===== src/hw/rtl/assert_macros.svh =====
// Assertion macros shared by the RTL files that carry assertions.
`ifndef ASSERT_MACROS_SVH
`define ASSERT_MACROS_SVH

// Same-cycle implication, checked at every rising clock edge outside reset.
`define ASSERT_IMP(label, clk, rst_n, ante, cons, msg) \
    label: assert property (@(posedge clk) disable iff (!rst_n) (ante) |-> (cons)) \
        else $error(msg);

// Next-cycle implication, checked at every rising clock edge outside reset.
`define ASSERT_NXT(label, clk, rst_n, ante, cons, msg) \
    label: assert property (@(posedge clk) disable iff (!rst_n) (ante) |=> (cons)) \
        else $error(msg);

`endif


===== src/hw/rtl/i2cbe_pkg.sv =====
// Types, codes and helper functions of the I2C master bit engine.
package i2cbe_pkg;

    // Raw command codes on the kind field.
    localparam logic [2:0] KIND_TICK  = 3'd0;
    localparam logic [2:0] KIND_START = 3'd1;
    localparam logic [2:0] KIND_STOP  = 3'd2;
    localparam logic [2:0] KIND_WRITE = 3'd3;
    localparam logic [2:0] KIND_READ  = 3'd4;
    localparam logic [2:0] KIND_WAIT  = 3'd5;

    // Configuration register indexes.
    localparam logic [1:0] CFG_ACK_TIMEOUT = 2'd0;
    localparam logic [1:0] CFG_COND_TICKS  = 2'd1;
    localparam logic [1:0] CFG_HALF_BIT    = 2'd2;

    // Configuration reset values.
    localparam logic [7:0] ACK_TIMEOUT_RST = 8'd250;
    localparam logic [3:0] COND_TICKS_RST  = 4'd4;
    localparam logic [3:0] HALF_BIT_RST    = 4'd2;

    localparam logic [3:0] BITS_PER_BYTE = 4'd8;

    typedef enum logic [2:0] {
        OP_TICK,
        OP_START,
        OP_STOP,
        OP_WRITE,
        OP_READ,
        OP_WAIT,
        OP_NONE
    } op_t;

    typedef enum logic [3:0] {
        PH_IDLE,
        PH_ST_A,
        PH_ST_B,
        PH_SP_A,
        PH_SP_B,
        PH_WR_LOW,
        PH_WR_HIGH,
        PH_WR_TAIL,
        PH_RD_LOW,
        PH_RD_HIGH,
        PH_AK_LOW,
        PH_AK_HIGH,
        PH_WA_A,
        PH_WA_B,
        PH_WA_POLL
    } phase_t;

    typedef struct packed {
        op_t        op;
        logic [7:0] data_byte;
        logic       send_ack;
        logic       sda_in;
    } item_t;

    // A zero phase length behaves as one tick.
    function automatic logic [7:0] at_least_one(input logic [3:0] v);
        logic [7:0] r;
        r = {4'd0, v};
        if (v == 4'd0)
        begin
            r = 8'd1;
        end
        return r;
    endfunction

endpackage


===== src/hw/rtl/i2cbe_front.sv =====
// Front end: takes input beats and classifies the command code.
module i2cbe_front
    import i2cbe_pkg::*;
(
    input  logic        in_valid,
    output logic        in_stall,
    input  logic [2:0]  kind,
    input  logic [7:0]  data_byte,
    input  logic        send_ack,
    input  logic        sda_in,
    input  logic        q_full,
    output logic        q_push,
    output item_t       q_item
);

    op_t op;

    always_comb
    begin
        case (kind)
            KIND_TICK:  op = OP_TICK;
            KIND_START: op = OP_START;
            KIND_STOP:  op = OP_STOP;
            KIND_WRITE: op = OP_WRITE;
            KIND_READ:  op = OP_READ;
            KIND_WAIT:  op = OP_WAIT;
            default:    op = OP_NONE;
        endcase
    end

    assign in_stall         = q_full;
    assign q_push           = in_valid && !q_full;
    assign q_item.op        = op;
    assign q_item.data_byte = data_byte;
    assign q_item.send_ack  = send_ack;
    assign q_item.sda_in    = sda_in;

endmodule


===== src/hw/rtl/i2cbe_queue.sv =====
// Small FIFO of classified items between the front end and the engine.
module i2cbe_queue
    import i2cbe_pkg::*;
#(
    parameter int DEPTH = 2
)
(
    input  logic  clk,
    input  logic  rst_n,
    input  logic  push,
    input  item_t push_item,
    output logic  full,
    input  logic  pop,
    output logic  valid,
    output item_t head
);

    localparam int IW = $clog2(DEPTH);
    localparam int CW = $clog2(DEPTH + 1);
    localparam logic [IW-1:0] LAST = IW'(DEPTH - 1);
    localparam logic [CW-1:0] FULL_COUNT = CW'(DEPTH);

    item_t          slot_reg [DEPTH];
    logic [IW-1:0]  wr_ptr_reg;
    logic [IW-1:0]  wr_ptr_next;
    logic [IW-1:0]  rd_ptr_reg;
    logic [IW-1:0]  rd_ptr_next;
    logic [CW-1:0]  count_reg;
    logic [CW-1:0]  count_next;
    logic           do_pop;

    assign full   = (count_reg == FULL_COUNT);
    assign valid  = (count_reg != '0);
    assign head   = slot_reg[rd_ptr_reg];
    assign do_pop = pop && valid;

    always_comb
    begin
        wr_ptr_next = wr_ptr_reg;
        rd_ptr_next = rd_ptr_reg;
        count_next  = count_reg;
        if (push)
        begin
            wr_ptr_next = (wr_ptr_reg == LAST) ? '0 : wr_ptr_reg + 1'b1;
        end
        if (do_pop)
        begin
            rd_ptr_next = (rd_ptr_reg == LAST) ? '0 : rd_ptr_reg + 1'b1;
        end
        if (push && !do_pop)
        begin
            count_next = count_reg + 1'b1;
        end
        else if (do_pop && !push)
        begin
            count_next = count_reg - 1'b1;
        end
    end

    always_ff @(posedge clk or negedge rst_n)
    begin
        if (!rst_n)
        begin
            wr_ptr_reg <= '0;
            rd_ptr_reg <= '0;
            count_reg  <= '0;
        end
        else
        begin
            wr_ptr_reg <= wr_ptr_next;
            rd_ptr_reg <= rd_ptr_next;
            count_reg  <= count_next;
        end
    end

    always_ff @(posedge clk)
    begin
        if (push)
        begin
            slot_reg[wr_ptr_reg] <= push_item;
        end
    end

endmodule


===== src/hw/rtl/i2cbe_back.sv =====
// Bit engine: SCL/SDA sequencer, one item per cycle unless stalled, result held.
module i2cbe_back
    import i2cbe_pkg::*;
(
    input  logic        clk,
    input  logic        rst_n,
    input  logic        cfg_we,
    input  logic [1:0]  cfg_index,
    input  logic [7:0]  cfg_wdata,
    input  logic        q_valid,
    input  item_t       q_head,
    output logic        q_pop,
    output logic        out_valid,
    input  logic        out_stall,
    output logic        scl_level,
    output logic        sda_pull_low,
    output logic        busy_res,
    output logic        done_res,
    output logic [7:0]  read_data,
    output logic        ack_failed
);

    logic [7:0] ack_timeout_reg;
    logic [3:0] cond_ticks_reg;
    logic [3:0] half_bit_reg;

    phase_t     phase_reg,  phase_next;
    logic [7:0] tick_reg,   tick_next;
    logic [3:0] bit_reg,    bit_next;
    logic [7:0] shift_reg,  shift_next;
    logic [7:0] rx_reg,     rx_next;
    logic       scl_reg,    scl_next;
    logic       sda_reg,    sda_next;
    logic       ack_mode_reg, ack_mode_next;
    logic       fail_reg,   fail_next;
    logic       done_reg,   done_next;
    logic       out_valid_reg, out_valid_next;
    logic       slot_free;
    logic       go;

    assign slot_free = !out_valid_reg || !out_stall;
    assign go        = slot_free && q_valid;
    assign q_pop     = go;

    always_ff @(posedge clk or negedge rst_n)
    begin
        if (!rst_n)
        begin
            ack_timeout_reg <= ACK_TIMEOUT_RST;
            cond_ticks_reg  <= COND_TICKS_RST;
            half_bit_reg    <= HALF_BIT_RST;
        end
        else if (cfg_we)
        begin
            case (cfg_index)
                CFG_ACK_TIMEOUT: ack_timeout_reg <= cfg_wdata;
                CFG_COND_TICKS:  cond_ticks_reg  <= cfg_wdata[3:0];
                CFG_HALF_BIT:    half_bit_reg    <= cfg_wdata[3:0];
                default:         ;
            endcase
        end
    end

    always_comb
    begin
        phase_next    = phase_reg;
        tick_next     = tick_reg;
        bit_next      = bit_reg;
        shift_next    = shift_reg;
        rx_next       = rx_reg;
        scl_next      = scl_reg;
        sda_next      = sda_reg;
        ack_mode_next = ack_mode_reg;
        fail_next     = fail_reg;
        done_next     = done_reg;
        out_valid_next = out_valid_reg && out_stall;

        if (go)
        begin
            out_valid_next = 1'b1;
            done_next      = 1'b0;
            if (q_head.op == OP_TICK)
            begin
                if (phase_reg == PH_WA_POLL)
                begin
                    if (!q_head.sda_in)
                    begin
                        scl_next   = 1'b0;
                        phase_next = PH_IDLE;
                        done_next  = 1'b1;
                    end
                    else if (tick_reg >= ack_timeout_reg)
                    begin
                        // Timeout: flag it and release the bus with a stop.
                        fail_next  = 1'b1;
                        scl_next   = 1'b0;
                        sda_next   = 1'b1;
                        phase_next = PH_SP_A;
                        tick_next  = at_least_one(cond_ticks_reg);
                    end
                    else
                    begin
                        tick_next = tick_reg + 8'd1;
                    end
                end
                else if (phase_reg != PH_IDLE)
                begin
                    if (tick_reg > 8'd1)
                    begin
                        tick_next = tick_reg - 8'd1;
                    end
                    else
                    begin
                        case (phase_reg)
                            PH_ST_A:
                            begin
                                sda_next   = 1'b1;
                                phase_next = PH_ST_B;
                                tick_next  = at_least_one(cond_ticks_reg);
                            end
                            PH_ST_B:
                            begin
                                scl_next   = 1'b0;
                                phase_next = PH_IDLE;
                                done_next  = 1'b1;
                            end
                            PH_SP_A:
                            begin
                                scl_next   = 1'b1;
                                sda_next   = 1'b0;
                                phase_next = PH_SP_B;
                                tick_next  = at_least_one(cond_ticks_reg);
                            end
                            PH_SP_B:
                            begin
                                phase_next = PH_IDLE;
                                done_next  = 1'b1;
                            end
                            PH_WR_LOW:
                            begin
                                scl_next   = 1'b1;
                                phase_next = PH_WR_HIGH;
                                tick_next  = at_least_one(half_bit_reg);
                            end
                            PH_WR_HIGH:
                            begin
                                scl_next   = 1'b0;
                                phase_next = PH_WR_TAIL;
                                tick_next  = at_least_one(half_bit_reg);
                            end
                            PH_WR_TAIL:
                            begin
                                bit_next = bit_reg + 4'd1;
                                if (bit_next >= BITS_PER_BYTE)
                                begin
                                    phase_next = PH_IDLE;
                                    done_next  = 1'b1;
                                end
                                else
                                begin
                                    shift_next = {shift_reg[6:0], 1'b0};
                                    sda_next   = !shift_reg[6];
                                    phase_next = PH_WR_LOW;
                                    tick_next  = at_least_one(half_bit_reg);
                                end
                            end
                            PH_RD_LOW:
                            begin
                                scl_next   = 1'b1;
                                rx_next    = {rx_reg[6:0], q_head.sda_in};
                                phase_next = PH_RD_HIGH;
                                tick_next  = 8'd1;
                            end
                            PH_RD_HIGH:
                            begin
                                bit_next  = bit_reg + 4'd1;
                                scl_next  = 1'b0;
                                tick_next = at_least_one(half_bit_reg);
                                if (bit_next >= BITS_PER_BYTE)
                                begin
                                    sda_next   = ack_mode_reg;
                                    phase_next = PH_AK_LOW;
                                end
                                else
                                begin
                                    phase_next = PH_RD_LOW;
                                end
                            end
                            PH_AK_LOW:
                            begin
                                scl_next   = 1'b1;
                                phase_next = PH_AK_HIGH;
                                tick_next  = at_least_one(half_bit_reg);
                            end
                            PH_AK_HIGH:
                            begin
                                scl_next   = 1'b0;
                                phase_next = PH_IDLE;
                                done_next  = 1'b1;
                            end
                            PH_WA_A:
                            begin
                                scl_next   = 1'b1;
                                phase_next = PH_WA_B;
                                tick_next  = 8'd1;
                            end
                            PH_WA_B:
                            begin
                                phase_next = PH_WA_POLL;
                                tick_next  = 8'd0;
                            end
                            default:
                            begin
                                phase_next = PH_IDLE;
                            end
                        endcase
                    end
                end
            end
            else if (q_head.op != OP_NONE && phase_reg == PH_IDLE)
            begin
                fail_next = 1'b0;
                bit_next  = 4'd0;
                case (q_head.op)
                    OP_START:
                    begin
                        scl_next   = 1'b1;
                        sda_next   = 1'b0;
                        phase_next = PH_ST_A;
                        tick_next  = at_least_one(cond_ticks_reg);
                    end
                    OP_STOP:
                    begin
                        scl_next   = 1'b0;
                        sda_next   = 1'b1;
                        phase_next = PH_SP_A;
                        tick_next  = at_least_one(cond_ticks_reg);
                    end
                    OP_WRITE:
                    begin
                        scl_next   = 1'b0;
                        shift_next = q_head.data_byte;
                        sda_next   = !q_head.data_byte[7];
                        phase_next = PH_WR_LOW;
                        tick_next  = at_least_one(half_bit_reg);
                    end
                    OP_READ:
                    begin
                        ack_mode_next = q_head.send_ack;
                        rx_next       = 8'd0;
                        scl_next      = 1'b0;
                        sda_next      = 1'b0;
                        phase_next    = PH_RD_LOW;
                        tick_next     = at_least_one(half_bit_reg);
                    end
                    default:
                    begin
                        sda_next   = 1'b0;
                        phase_next = PH_WA_A;
                        tick_next  = 8'd1;
                    end
                endcase
            end
        end
    end

    always_ff @(posedge clk or negedge rst_n)
    begin
        if (!rst_n)
        begin
            phase_reg     <= PH_IDLE;
            tick_reg      <= 8'd0;
            bit_reg       <= 4'd0;
            shift_reg     <= 8'd0;
            rx_reg        <= 8'd0;
            scl_reg       <= 1'b1;
            sda_reg       <= 1'b0;
            ack_mode_reg  <= 1'b0;
            fail_reg      <= 1'b0;
            done_reg      <= 1'b0;
            out_valid_reg <= 1'b0;
        end
        else
        begin
            phase_reg     <= phase_next;
            tick_reg      <= tick_next;
            bit_reg       <= bit_next;
            shift_reg     <= shift_next;
            rx_reg        <= rx_next;
            scl_reg       <= scl_next;
            sda_reg       <= sda_next;
            ack_mode_reg  <= ack_mode_next;
            fail_reg      <= fail_next;
            done_reg      <= done_next;
            out_valid_reg <= out_valid_next;
        end
    end

    assign out_valid    = out_valid_reg;
    assign scl_level    = scl_reg;
    assign sda_pull_low = sda_reg;
    assign busy_res     = (phase_reg != PH_IDLE);
    assign done_res     = done_reg;
    assign read_data    = rx_reg;
    assign ack_failed   = fail_reg;

endmodule


===== src/hw/rtl/i2c_master_bit_engine_top.sv =====
// I2C master bit engine: command intake, item queue and SCL/SDA sequencer.
//
// This block is an I2C master that works on a stream of input beats. Each beat
// is either a command (start, stop, write a byte MSB first, read a byte and
// answer with ACK or NACK, or wait for the slave's ACK) or a tick, where one
// tick stands for one microsecond of bus time and carries the sampled SDA
// level. A command is only taken while the engine is idle; a command that
// arrives while a sequence is running is dropped, and a tick while idle
// changes nothing, but every input beat still yields exactly one output beat
// with the line levels, busy and done flags, the last received byte and the
// ACK failure flag as they stand after that beat. The phase lengths come from
// three configuration registers (ACK timeout, start/stop setup and hold
// ticks, half bit ticks); a zero length acts as one tick. Configuration must
// only be written while no beat is in flight. Internally a front end decodes
// each beat and pushes it into a two-entry queue; the sequencer pops one
// entry per clock into its output register while that register is free or
// being taken, so the block sustains one beat per cycle unless stalled. An
// accepted beat is written into a queue slot and then loaded into the output
// register, which holds its result until the output side takes it. A held
// output beat does not stop intake until the queue is full.
module i2c_master_bit_engine_top
    import i2cbe_pkg::*;
#(
    parameter int QUEUE_DEPTH = 2
)
(
    input  logic        clk,
    input  logic        rst_n,

    input  logic        cfg_we,
    input  logic [1:0]  cfg_index,
    input  logic [7:0]  cfg_wdata,

    input  logic        in_valid,
    output logic        in_stall,
    input  logic [2:0]  kind,
    input  logic [7:0]  data_byte,
    input  logic        send_ack,
    input  logic        sda_in,

    output logic        out_valid,
    input  logic        out_stall,
    output logic        scl_level,
    output logic        sda_pull_low,
    output logic        busy_res,
    output logic        done_res,
    output logic [7:0]  read_data,
    output logic        ack_failed
);

`include "assert_macros.svh"

    // Handshake between front end, queue and sequencer.
    logic  q_push;
    logic  q_full;
    logic  q_pop;
    logic  q_valid;
    item_t q_in_item;
    item_t q_head;

    i2cbe_front u_front
    (
        .in_valid  (in_valid),
        .in_stall  (in_stall),
        .kind      (kind),
        .data_byte (data_byte),
        .send_ack  (send_ack),
        .sda_in    (sda_in),
        .q_full    (q_full),
        .q_push    (q_push),
        .q_item    (q_in_item)
    );

    i2cbe_queue #(
        .DEPTH (QUEUE_DEPTH)
    ) u_queue
    (
        .clk       (clk),
        .rst_n     (rst_n),
        .push      (q_push),
        .push_item (q_in_item),
        .full      (q_full),
        .pop       (q_pop),
        .valid     (q_valid),
        .head      (q_head)
    );

    i2cbe_back u_back
    (
        .clk          (clk),
        .rst_n        (rst_n),
        .cfg_we       (cfg_we),
        .cfg_index    (cfg_index),
        .cfg_wdata    (cfg_wdata),
        .q_valid      (q_valid),
        .q_head       (q_head),
        .q_pop        (q_pop),
        .out_valid    (out_valid),
        .out_stall    (out_stall),
        .scl_level    (scl_level),
        .sda_pull_low (sda_pull_low),
        .busy_res     (busy_res),
        .done_res     (done_res),
        .read_data    (read_data),
        .ack_failed   (ack_failed)
    );

    // A finished sequence always leaves the engine idle.
    `ASSERT_IMP(a_done_idle, clk, rst_n, out_valid && done_res, !busy_res, "done while busy")
    // An accepted beat is held either in the queue or in the output register.
    `ASSERT_NXT(a_beat_kept, clk, rst_n, in_valid && !in_stall, q_valid || out_valid, "beat lost")
    // The output register only empties when its beat was taken.
    `ASSERT_IMP(a_out_drop, clk, rst_n, $fell(out_valid), !$past(out_stall), "output dropped")

endmodule


===== config.mk =====
export PLATFORM = sky130hd
export DESIGN_NAME = i2c_master_bit_engine_top
export DESIGN_NICKNAME = d
export VERILOG_FILES = /design/src/hw/rtl/i2cbe_pkg.sv /design/src/hw/rtl/i2cbe_front.sv /design/src/hw/rtl/i2cbe_queue.sv /design/src/hw/rtl/i2cbe_back.sv /design/src/hw/rtl/i2c_master_bit_engine_top.sv
export VERILOG_INCLUDE_DIRS = /design/src /design/src/hw/rtl
export SDC_FILE = /design/constraint.sdc
export NUM_CORES = 1
export LEC_CHECK = 0
export BUFFER_PORTS_ARGS = -buffer_cell sky130_fd_sc_hd__buf_4
export CORE_ASPECT_RATIO = 2
export CORE_MARGIN = 3
export CORE_UTILIZATION = 40
export CTS_CLUSTER_SIZE = 20
export DETAILED_ROUTE_END_ITERATION = 6
export SYNTH_ARGS = -nofsm -noshare
export SYNTH_HDL_FRONTEND = slang
export SYNTH_SLANG_ARGS = --single-unit

===== constraint.sdc =====
create_clock -name clk -period 3.24 [get_ports clk]
set_input_delay 0 -clock clk [delete_from_list [all_inputs] [get_ports clk]]
set_output_delay 0 -clock clk [all_outputs]
set_load 0.1 [all_outputs]

==> run metrics, run 1 <==
result of the run finished clean; switch share 0.4645; Post-layout nets 602; remaining antenna violation count 0; flip-flop count of the largest register, all copies and words added 26; number of slew-limit violations in the final report 0; Yosys warning total 0; Synth Area per Inst between 9 and 10 um^2; initial antenna violation count 0; TritonCTS clock tree done; Vias 4179; die boundary width 83.98 um; share of Yosys cell area claimed by the top area cell type 0.2469; data arrival time of the critical path roughly 3000 ps; post-layout instance count excluding filler cells 711; number of gates resized after CTS 0; top post-synthesis cells by area sky130_fd_sc_hd__dfrtp_1 (25%), sky130_fd_sc_hd__edfxtp_1 (16%), sky130_fd_sc_hd__dfstp_2 (4.9%), sky130_fd_sc_hd__mux2_2 (4.9%), sky130_fd_sc_hd__mux2i_1 (4.3%); netlist area before placement ~4900 um^2; critical path fanouts, max 14; leakage power summed over all cells 2.439 nW; via count of the first global-routing pass 4121; Post-CTS Setup Inserts 0; pre-CTS setup slack 477.1 ps; commonest cells in the synthesized netlist sky130_fd_sc_hd__nand2_1 (51), sky130_fd_sc_hd__dfrtp_1 (48), sky130_fd_sc_hd__o21ai_0 (35), sky130_fd_sc_hd__a21oi_1 (30), sky130_fd_sc_hd__nor2_1 (29); Final Cycle Share 0.8632; count of routing violations after the opening detailed-route iteration ~280; Diodes inserted 0; clock network fraction of design power 0.193; number of buffer cells added on primary ports 42; hold-fix buffer count after cts 23; post-synthesis cell type with the largest combined area sky130_fd_sc_hd__dfrtp_1; critical path class reg2reg; critical path data required time between 3000 and 4000 ps; number of clock buffers inserted by TritonCTS 9; Synth Register Bits 83; maximum clock path buffer count 2; number of iterations in the first detailed-routing pass 7; Critical Path Start Type flip-flop; Worst IR Drop VDD approximately 0.00055 V; internal power of the cells 3.169 mW; Final Wtd Congestion around 0.90; Post-DP HPWL 9329 um; number of top-level design ports 43; stage delay of the slowest cell on the critical path ~630 ps; setup repair after global routing missed its margin false; number of synthesized flops with an enable pin 26; power spent charging and discharging nets about 2.7 mW; slew at the pin closest to its max-slew limit 892.4 ps; detailed-route DRC error count 0; Synth-to-Final Area Change 21.81%; cell-by-cell trace of the critical path or4_4 > or4_1 > nand2_1 > o2111ai_1 > o31ai_1; sequential cell fraction of total power 0.291; final worst-path setup slack 443.2 ps; Starting Density 0.4108; Max-slew headroom 0.4045; fraction of the yosys area taken by sequential cells 0.4560; Total Die Area 13600 um^2; worst-case hold slack approximately 66 ps; cell with the most instances after synthesis sky130_fd_sc_hd__nand2_1; highest achievable clock rate 357.6 MHz; number of setup violations in the final report 0; CTS root buf sky130_fd_sc_hd__clkbuf_16; Final TNS setup 0 ps; Syn Inst Count roughly 500; std cell rows 56; core footprint 11840 um^2; number of library cell types mapped by synthesis 61; most frequently used flop master after synthesis sky130_fd_sc_hd__dfrtp_1; Cell Count Post-Placement 672; MaxCap Viol Count 0; Layout Utilization 0.5004; Tot Pwr 5.918 mW; minimum clock period after layout 2797 ps; maximum clock skew at final layout 11.39 ps; proportion of layout cells with a drive suffix above 1 0.1979; WL/cell 17.73 um; worst-path cell with the longest stage delay sky130_fd_sc_hd__or4_1; area occupied by multi-input gates about 2400 um^2; fill cell count 1141; post-CTS clock slew at the launch and capture registers of the worst setup and hold paths 70 ps; via density per instance 5.878; count of H-tree levels built during CTS 3; Placed Area between 5000 and 6000 um^2; Die Height 162.0 um; cell area after layout ~6000 um^2; clock network latency to the later pin of the worst-skew pair 350 ps; crit path capture type flip-flop; pin count of the biggest net entering global routing 58; leftover overflow at the end of global routing 0; combinational group share of total power 0.516; Sinks on Clock Net 83; share of flip-flops with an asynchronous set or reset 0.6867; drt total wl between 10000 and 15000 um; number of hold violations in the final report 0; global router's overall resource usage 0.1906; Cell Pwr Density about 1000 nW/um^2; FF+latch area 2218 um^2; first-pass GRT wire length roughly 20000 um; type of the worst min-delay path in2reg; post-synthesis net count 539
-- per-layer routing --
metal  GRT usage  share of wire
met3     0.02995          0.041
met4      0.1157          0.052
met2      0.3582           0.54
met1      0.1929           0.36
met5           0              0
-- cell type report --
type / count / area share
multi-input cells: 361 / 0.4090
flip-flops and latches: 83 / 0.3744
repair buffers: 84 / 0.1161
clock buffers: 9 / 0.03801
well taps: 145 / 0.03062
clock inverters: 7 / 0.01795
inverters: 22 / 0.01394
-- cell usage in the layout, fill, tap and decap left out, drive strengths merged, types with 4 or more instances in the layout --
cell,netlist,final
o32ai,4,4
a22oi,6,6
xor2,5,5
o211ai,4,4
a21oi,30,30
nand2,51,51
mux2i,21,21
clkbuf,25,9
a31oi,9,9
dlygate4sd3,0,23
nand2b,5,5
nor3,9,9
ha,13,13
nor3b,7,7
o2111ai,4,4
and3,6,6
mux2,21,21
xnor2,9,9
buf,7,61
dfstp,9,9
dfrtp,48,48
o21ai,37,37
nor2,29,29
inv,22,26
nor4,7,7
edfxtp,26,26
a32o,6,6
nor2b,5,5
or3,4,4
a211oi,5,5
o21a,5,5
nand3,18,18
-- final timing paths --
| check | endpoint | from | slack [ps] | depth (start not counted) |
|---|---|---|---|---|
| min | u_queue.slot_reg[1][10] | kind[0] | 70 | 2 |
| max | u_back.shift_reg[0] | u_back.tick_reg[2] | 440 | 5 |
| min in group asynchronous | u_back.half_bit_reg[0] | rst_n | 260 | 2 |
| min reg2reg | u_back.shift_reg[6] | u_back.shift_reg[6] | 470 | 2 |
| max reg2reg | u_back.shift_reg[0] | u_back.tick_reg[2] | 440 | 5 |
| max in group asynchronous | u_back.ack_mode_reg | rst_n | 2470 | 2 |
-- power groups by stage --
stage                     Clock (mW)  Combinational, mW  Sequential, mW
after global placement             0               3.00            1.72
final                           1.14               3.06            1.72
after CTS                       1.16               3.06            1.72
after detailed placement           0               3.02            1.74
after floorplan                    0               1.81            2.13
after global routing            1.21               3.32            1.76
-- worst max-delay path: cells and delay by family, from the launching register on --
kind / cells / cell delay [ps]
flip-flops: 1 / 520
AND/OR/NAND/NOR: 3 / 1350
AO/OA/AOI/OAI: 2 / 820
-- cells by family after synthesis --
group | count (synthesis) | share of synthesized area
muxes | 42 | 0.09182
buffers and inverters | 54 | 0.04578
DFF | 83 | 0.4560
xor gates and xnor gates | 14 | 0.02521
and+or+nand+nor | 155 | 0.1600
AOI/OAI and AO/OA | 136 | 0.1857
adders and majority gates | 14 | 0.03549
No activity file was read; power rests on OpenSTA's default activity.
==> inputs of run 2 (changes only) <==
--- a/config.mk
+++ b/config.mk
@@ -14,4 +14,5 @@
 export DETAILED_ROUTE_END_ITERATION = 6
 export SYNTH_ARGS = -nofsm -noshare
 export SYNTH_HDL_FRONTEND = slang
+export SYNTH_HIERARCHICAL = 1
 export SYNTH_SLANG_ARGS = --single-unit
==> run 2 against run 1 <==
Wire length grew 5.2%. Critical path depth is 3 higher. Cell count rose by 2.4%. Sequential cell count unchanged. Combinational power is 3% lower. Final area is 2.0% higher. Clock skew decreased by 5.3 ps. Non-clock buffer count down 3. First-iteration DRC count grew 8.2%. Worst setup slack better by 35 ps. Global-route usage is 0.78 points higher. Via count increased by 0.22%.
==> run metrics, run 2 <==
result of the run finished clean; minimum clock period after layout 2762 ps; Synth Register Bits 83; Starting Density 0.4150; leakage power summed over all cells 2.437 nW; number of synthesized flops with an enable pin 26; Worst R2R End u_back/tick_reg[7]; critical path data required time 3520 ps; maximum clock path buffer count 2; critical path class reg2reg; Hold Path Sink u_queue/slot_reg[1][10]; r2r setup slk 480 ps; number of clock buffers inserted by TritonCTS 9; CTS root buf sky130_fd_sc_hd__clkbuf_16; Final Cycle Share 0.8525; Final TNS setup 0 ps; post-CTS clock slew at the launch and capture registers of the worst setup and hold paths 60 ps; WL/cell about 18 um; core footprint ~12000 um^2; maximum clock skew at final layout 6.084 ps; std cell rows 57; slew at the pin closest to its max-slew limit approximately 940 ps; cell with the most instances after synthesis sky130_fd_sc_hd__dfrtp_1; initial antenna violation count 0; number of setup violations in the final report 0; number of top-level design ports 43; global router's overall resource usage 0.1984; via density per instance 5.753; top post-synthesis cells by area sky130_fd_sc_hd__dfrtp_1 (24%), sky130_fd_sc_hd__edfxtp_1 (15%), sky130_fd_sc_hd__mux2_2 (6.4%), sky130_fd_sc_hd__dfstp_2 (4.6%), sky130_fd_sc_hd__o21ai_0 (4.2%); count of H-tree levels built during CTS 3; share of Yosys cell area claimed by the top area cell type 0.2359; Final Wtd Congestion 0.9169; most common cell after layout, fill and taps aside sky130_fd_sc_hd__buf_4; share of flip-flops with an asynchronous set or reset 0.6867; leftover overflow at the end of global routing 0; Tot Pwr between 5 and 6 mW; via count of the first global-routing pass 4222; number of library cell types mapped by synthesis 68; number of cells traversed by the worst hold path 2; post-synthesis net count 571; MaxCap Viol Count 0; highest achievable clock rate 362.0 MHz; Post-DP HPWL between 9000 and 10000 um; Max-slew headroom 0.3719; data arrival time of the critical path 3040 ps; number of hold violations in the final report 0; first-pass GRT wire length between 20000 and 25000 um; Diodes inserted 0; Die Height 165.6 um; pin count of the biggest net entering global routing 58; TritonCTS clock tree done; number of gates resized after CTS 0; type of the worst min-delay path in2reg; startpoint of the tightest hold check path kind[0]; hold-fix buffer count after cts 22; most frequent cells in the layout sky130_fd_sc_hd__buf_4 (59), sky130_fd_sc_hd__dfrtp_1 (48), sky130_fd_sc_hd__nand2_1 (46); setup repair after global routing missed its margin false; number of slew-limit violations in the final report 0; Yosys warning total 6; Post-CTS Setup Inserts 0; post-synthesis cell type with the largest combined area sky130_fd_sc_hd__dfrtp_1; most frequently used flop master after synthesis sky130_fd_sc_hd__dfrtp_1; commonest cells in the synthesized netlist sky130_fd_sc_hd__dfrtp_1 (48), sky130_fd_sc_hd__nand2_1 (46), sky130_fd_sc_hd__o21ai_0 (43), sky130_fd_sc_hd__nor2_1 (32), sky130_fd_sc_hd__mux2_2 (29); detailed-route DRC error count 0; worst r2r src u_back/tick_reg[0]; Sinks on Clock Net 83; worst-case hold slack 46.84 ps; clock network latency to the later pin of the worst-skew pair 340 ps; Cell Pwr Density 973.7 nW/um^2; fraction of the yosys area taken by sequential cells 0.4357; number of iterations in the first detailed-routing pass 5; Synth-to-Final Area Change 18.73%; drt total wl 13270 um; count of routing violations after the opening detailed-route iteration 304; Critical Path Start Type flip-flop; flip-flop count of the largest register, all copies and words added 26; netlist area before placement 5091 um^2; Worst IR Drop VDD 0.0005205 V; remaining antenna violation count 0; Post-layout nets 617; number of cell instances on the worst register-to-register path 8; critical path fanouts, max 8; Synth Area per Inst 9.606 um^2; Vias 4188; Total Die Area 14200 um^2; proportion of layout cells with a drive suffix above 1 0.2151; number of buffer cells added on primary ports 42; die boundary width between 80 and 90 um; Syn Inst Count 530; crit path capture type flip-flop
-- run 2: final cells by class --
type | instances | area, um^2
Fill cell | 1155 | 6222
Multi-Input combinational cell | 374 | 2526
Sequential cell | 83 | 2218
Timing Repair Buffer | 81 | 663.1
Clock buffer | 10 | 239.0
Tap cell | 147 | 183.9
Clock inverter | 6 | 112.6
Inverter | 27 | 101.3
-- run 2: how the worst max path moves through the flow --
stage | start | endpoint | depth (start not counted)
finish | u_back/tick_reg[0] | u_back/tick_reg[7] | 8
global route | u_back/tick_reg[0] | u_back/tick_reg[7] | 8
CTS | u_queue/rd_ptr_reg | u_back/tick_reg[4] | 6
detailed placement | u_queue/rd_ptr_reg | u_back/tick_reg[4] | 6
global placement | u_queue/rd_ptr_reg | u_back/tick_reg[4] | 6
floorplan | u_queue/rd_ptr_reg | u_back/tick_reg[4] | 8
-- run 2: worst max-delay path: stages (launching register included) --
cell and delay, ps:
sky130_fd_sc_hd__dfrtp_1 470, sky130_fd_sc_hd__inv_1 130, sky130_fd_sc_hd__ha_1 280, sky130_fd_sc_hd__nand2b_1 140, sky130_fd_sc_hd__a2111o_1 430, sky130_fd_sc_hd__a311oi_2 490
sky130_fd_sc_hd__nor2_1 170, sky130_fd_sc_hd__o41ai_1 390, sky130_fd_sc_hd__a22o_1 190
-- run 2: per-layer routing --
metal,track usage,part of all wire
met5,0,0
met4,0.1138,0.057
met3,0.04071,0.028
met2,0.3743,0.56
met1,0.1954,0.35
-- run 2: kinds of logic after synthesis --
kind of cell | Yosys count | synth area share
adder cells (fa/ha/maj) | 13 | 0.03195
AO/OA/AOI/OAI | 147 | 0.1949
multiplexers | 38 | 0.08208
XOR/XNOR | 14 | 0.02409
flip-flops | 83 | 0.4357
AND/OR/NAND/NOR | 162 | 0.1622
buffers and inverters | 73 | 0.06906
-- run 2: power breakdown --
| part | leakage (nW) | internal [mW] | switching, mW |
|---|---|---|---|
| Clock | 0.173 | 0.775 | 0.420 |
| Combinational | 1.34 | 1.03 | 1.94 |
| Sequential | 0.929 | 1.41 | 0.306 |
-- run 2: through the flow --
| step | worst slack [ps] | area (um^2) | utilization | cells |
|---|---|---|---|---|
| after floorplan | 761.0 | 5091 | - | 530 |
| after global placement | 549.5 | 5473 | 0.4461 | 690 |
| after detailed placement | 510.7 | 5473 | 0.4461 | 690 |
| after CTS | 498.7 | 6045 | 0.4928 | 728 |
| after global routing | 284.1 | 6045 | 0.4928 | 728 |
| final | 477.8 | 6045 | 0.4928 | 728 |
==> inputs of run 3 (changes only) <==
--- a/config.mk
+++ b/config.mk
@@ -9,10 +9,9 @@
 export BUFFER_PORTS_ARGS = -buffer_cell sky130_fd_sc_hd__buf_4
 export CORE_ASPECT_RATIO = 2
 export CORE_MARGIN = 3
-export CORE_UTILIZATION = 40
+export CORE_UTILIZATION = 45
 export CTS_CLUSTER_SIZE = 20
 export DETAILED_ROUTE_END_ITERATION = 6
 export SYNTH_ARGS = -nofsm -noshare
 export SYNTH_HDL_FRONTEND = slang
-export SYNTH_HIERARCHICAL = 1
 export SYNTH_SLANG_ARGS = --single-unit
==> run 3 against run 2 <==
Wire length is 5.6% lower. Non-clock buffer count rose by 3. Highest routed layer unchanged. Die area decreased by 14%. Sequential cell count stayed put. Critical endpoint is now u_back.shift_reg[0]. Critical path depth shrank 3. Final area decreased by 2.5%. Global-route usage increased by 2.0 points. Register-to-register slack hardly changed. Worst hold slack better by 17 ps. Cell count down 3.4%. Clock power decreased by 12%.
==> run metrics, run 3 (synthesized netlist as in run 1, its figures left out) <==
result of the run finished clean; crit path capture type flip-flop; number of iterations in the first detailed-routing pass 5; worst-path cell with the longest stage delay sky130_fd_sc_hd__or4_1; cell area after layout 5891 um^2; number of buffer cells added on primary ports 42; most common cell after layout, fill and taps aside sky130_fd_sc_hd__buf_4; fill cell count about 960; via count of the first global-routing pass 4181; MaxCap Viol Count 0; Critical Path Start Type flip-flop; detailed-route DRC error count 0; number of top-level design ports 43; data arrival time of the critical path 3010 ps; Starting Density 0.4614; Worst IR Drop VDD 0.0006472 V; Final TNS setup 0 ps; number of clock buffers inserted by TritonCTS 9; Cell Count Post-Placement 664; Synth-to-Final Area Change 21.09%; number of hold violations in the final report 0; most frequent cells in the layout sky130_fd_sc_hd__buf_4 (61), sky130_fd_sc_hd__nand2_1 (51), sky130_fd_sc_hd__dfrtp_1 (48); proportion of layout cells with a drive suffix above 1 0.1979; WL/cell 17.81 um; maximum clock path buffer count 2; minimum clock period after layout 2773 ps; leakage power summed over all cells 2.424 nW; flip-flop count of the largest register, all copies and words added 26; post-layout instance count excluding filler cells around 700; number of setup violations in the final report 0; critical path class reg2reg; stage delay of the slowest cell on the critical path 650 ps; combinational group share of total power 0.523; Tot Pwr a little under 6 mW; Placed Area 5354 um^2; final worst-path setup slack between 400 and 500 ps; Total Die Area 12170 um^2; sequential cell fraction of total power 0.297; Post-DP HPWL 9399 um; maximum clock skew at final layout 8.296 ps; pre-CTS setup slack 484.6 ps; count of H-tree levels built during CTS 3; internal power of the cells 3.084 mW; setup repair after global routing missed its margin false; core footprint around 11000 um^2; initial antenna violation count 0; leftover overflow at the end of global routing 0; critical path data required time 3480 ps; FF+latch area roughly 2200 um^2; cell-by-cell trace of the critical path or4_4 > or4_1 > nand2_1 > o2111ai_1 > o31ai_1; Sinks on Clock Net 83; die boundary width 79.52 um; area occupied by multi-input gates 2424 um^2; Post-layout nets around 600; post-CTS clock slew at the launch and capture registers of the worst setup and hold paths 70 ps; Final Wtd Congestion 0.9410; CTS root buf sky130_fd_sc_hd__clkbuf_16; Cell Pwr Density 987.1 nW/um^2; Post-CTS Setup Inserts 0; drt total wl about 13000 um; r2r setup slk 470 ps; highest achievable clock rate around 360 MHz; remaining antenna violation count 0; slew at the pin closest to its max-slew limit 889.3 ps; Layout Utilization 0.5587; power spent charging and discharging nets 2.731 mW; clock network latency to the later pin of the worst-skew pair 340 ps; type of the worst min-delay path in2reg; worst-case hold slack approximately 64 ps; clock network fraction of design power 0.180; Final Cycle Share 0.8559; via density per instance 5.787; pin count of the biggest net entering global routing 58; critical path fanouts, max 14; global router's overall resource usage 0.2186; count of routing violations after the opening detailed-route iteration 223; TritonCTS clock tree done; Diodes inserted 0; Max-slew headroom 0.4066; Die Height 153.0 um; switch share 0.4697; first-pass GRT wire length 20620 um; Vias between 4000 and 5000; std cell rows 53; number of slew-limit violations in the final report 0
run 3: cell count changes in the layout (fill, tap and decap cells not counted), moves of 5 or more:
cell	change
sky130_fd_sc_hd__o31ai_1	-7
sky130_fd_sc_hd__nand2_1	+5
sky130_fd_sc_hd__mux2i_1	+13
sky130_fd_sc_hd__mux2_2	-8
sky130_fd_sc_hd__inv_1	-5
sky130_fd_sc_hd__o211ai_1	-7
sky130_fd_sc_hd__o21ai_0	-8
sky130_fd_sc_hd__o21ai_1	-7
sky130_fd_sc_hd__nor3_1	-5
sky130_fd_sc_hd__a21oi_1	+12
run 3: repair_timing:
item / CTS / global route
hold buffers: 23 / 0
hold endpoints to repair: 90 / 0
gates resized for setup: 0 / 0
run 3: path summary, 6_finish.rpt:
check                               startpoint                      end  cells past startpoint
setup / recovery            u_back.tick_reg[2]      u_back.shift_reg[0]                      5
hold / removal                         kind[0]  u_queue.slot_reg[1][10]                      2
setup reg to reg            u_back.tick_reg[2]      u_back.shift_reg[0]                      5
hold reg to reg            u_back.shift_reg[6]      u_back.shift_reg[6]                      2
max in group asynchronous                rst_n      u_back.shift_reg[6]                      2
min in group asynchronous                rst_n   u_back.half_bit_reg[2]                      2
run 3: power by group through the flow:
stage / clock, mW / combinational (mW) / sequential (mW)
2_1_floorplan: 0 / 1.81 / 2.13
5_1_grt: 1.12 / 3.29 / 1.77
3_3_place_gp: 0 / 2.98 / 1.73
4_1_cts: 1.07 / 3.04 / 1.73
3_5_place_dp: 0 / 3.00 / 1.75
6_report: 1.05 / 3.04 / 1.73
run 3: layer usage:
layer,track usage,wire [um],vias up
met5,0,0,-
met4,0.1484,810,0
met3,0.03950,371,48
met2,0.3845,6847,104
met1,0.2278,4490,1946
li1,-,-,1970
run 3: worst max-delay path, delay by kind of cell (launching register included):
kind | cells | cell delay, ps
AO/OA/AOI/OAI | 2 | 810
AND/OR/NAND/NOR | 3 | 1350
flip-flops | 1 | 510
run 3: cell type report:
type / count / area share
Clock inverter: 7 / 0.01381
Clock buffer: 9 / 0.03823
Sequential cell: 83 / 0.3766
Multi-Input combinational cell: 361 / 0.4114
Inverter: 22 / 0.01402
Tap cell: 137 / 0.02910
Timing Repair Buffer: 84 / 0.1168
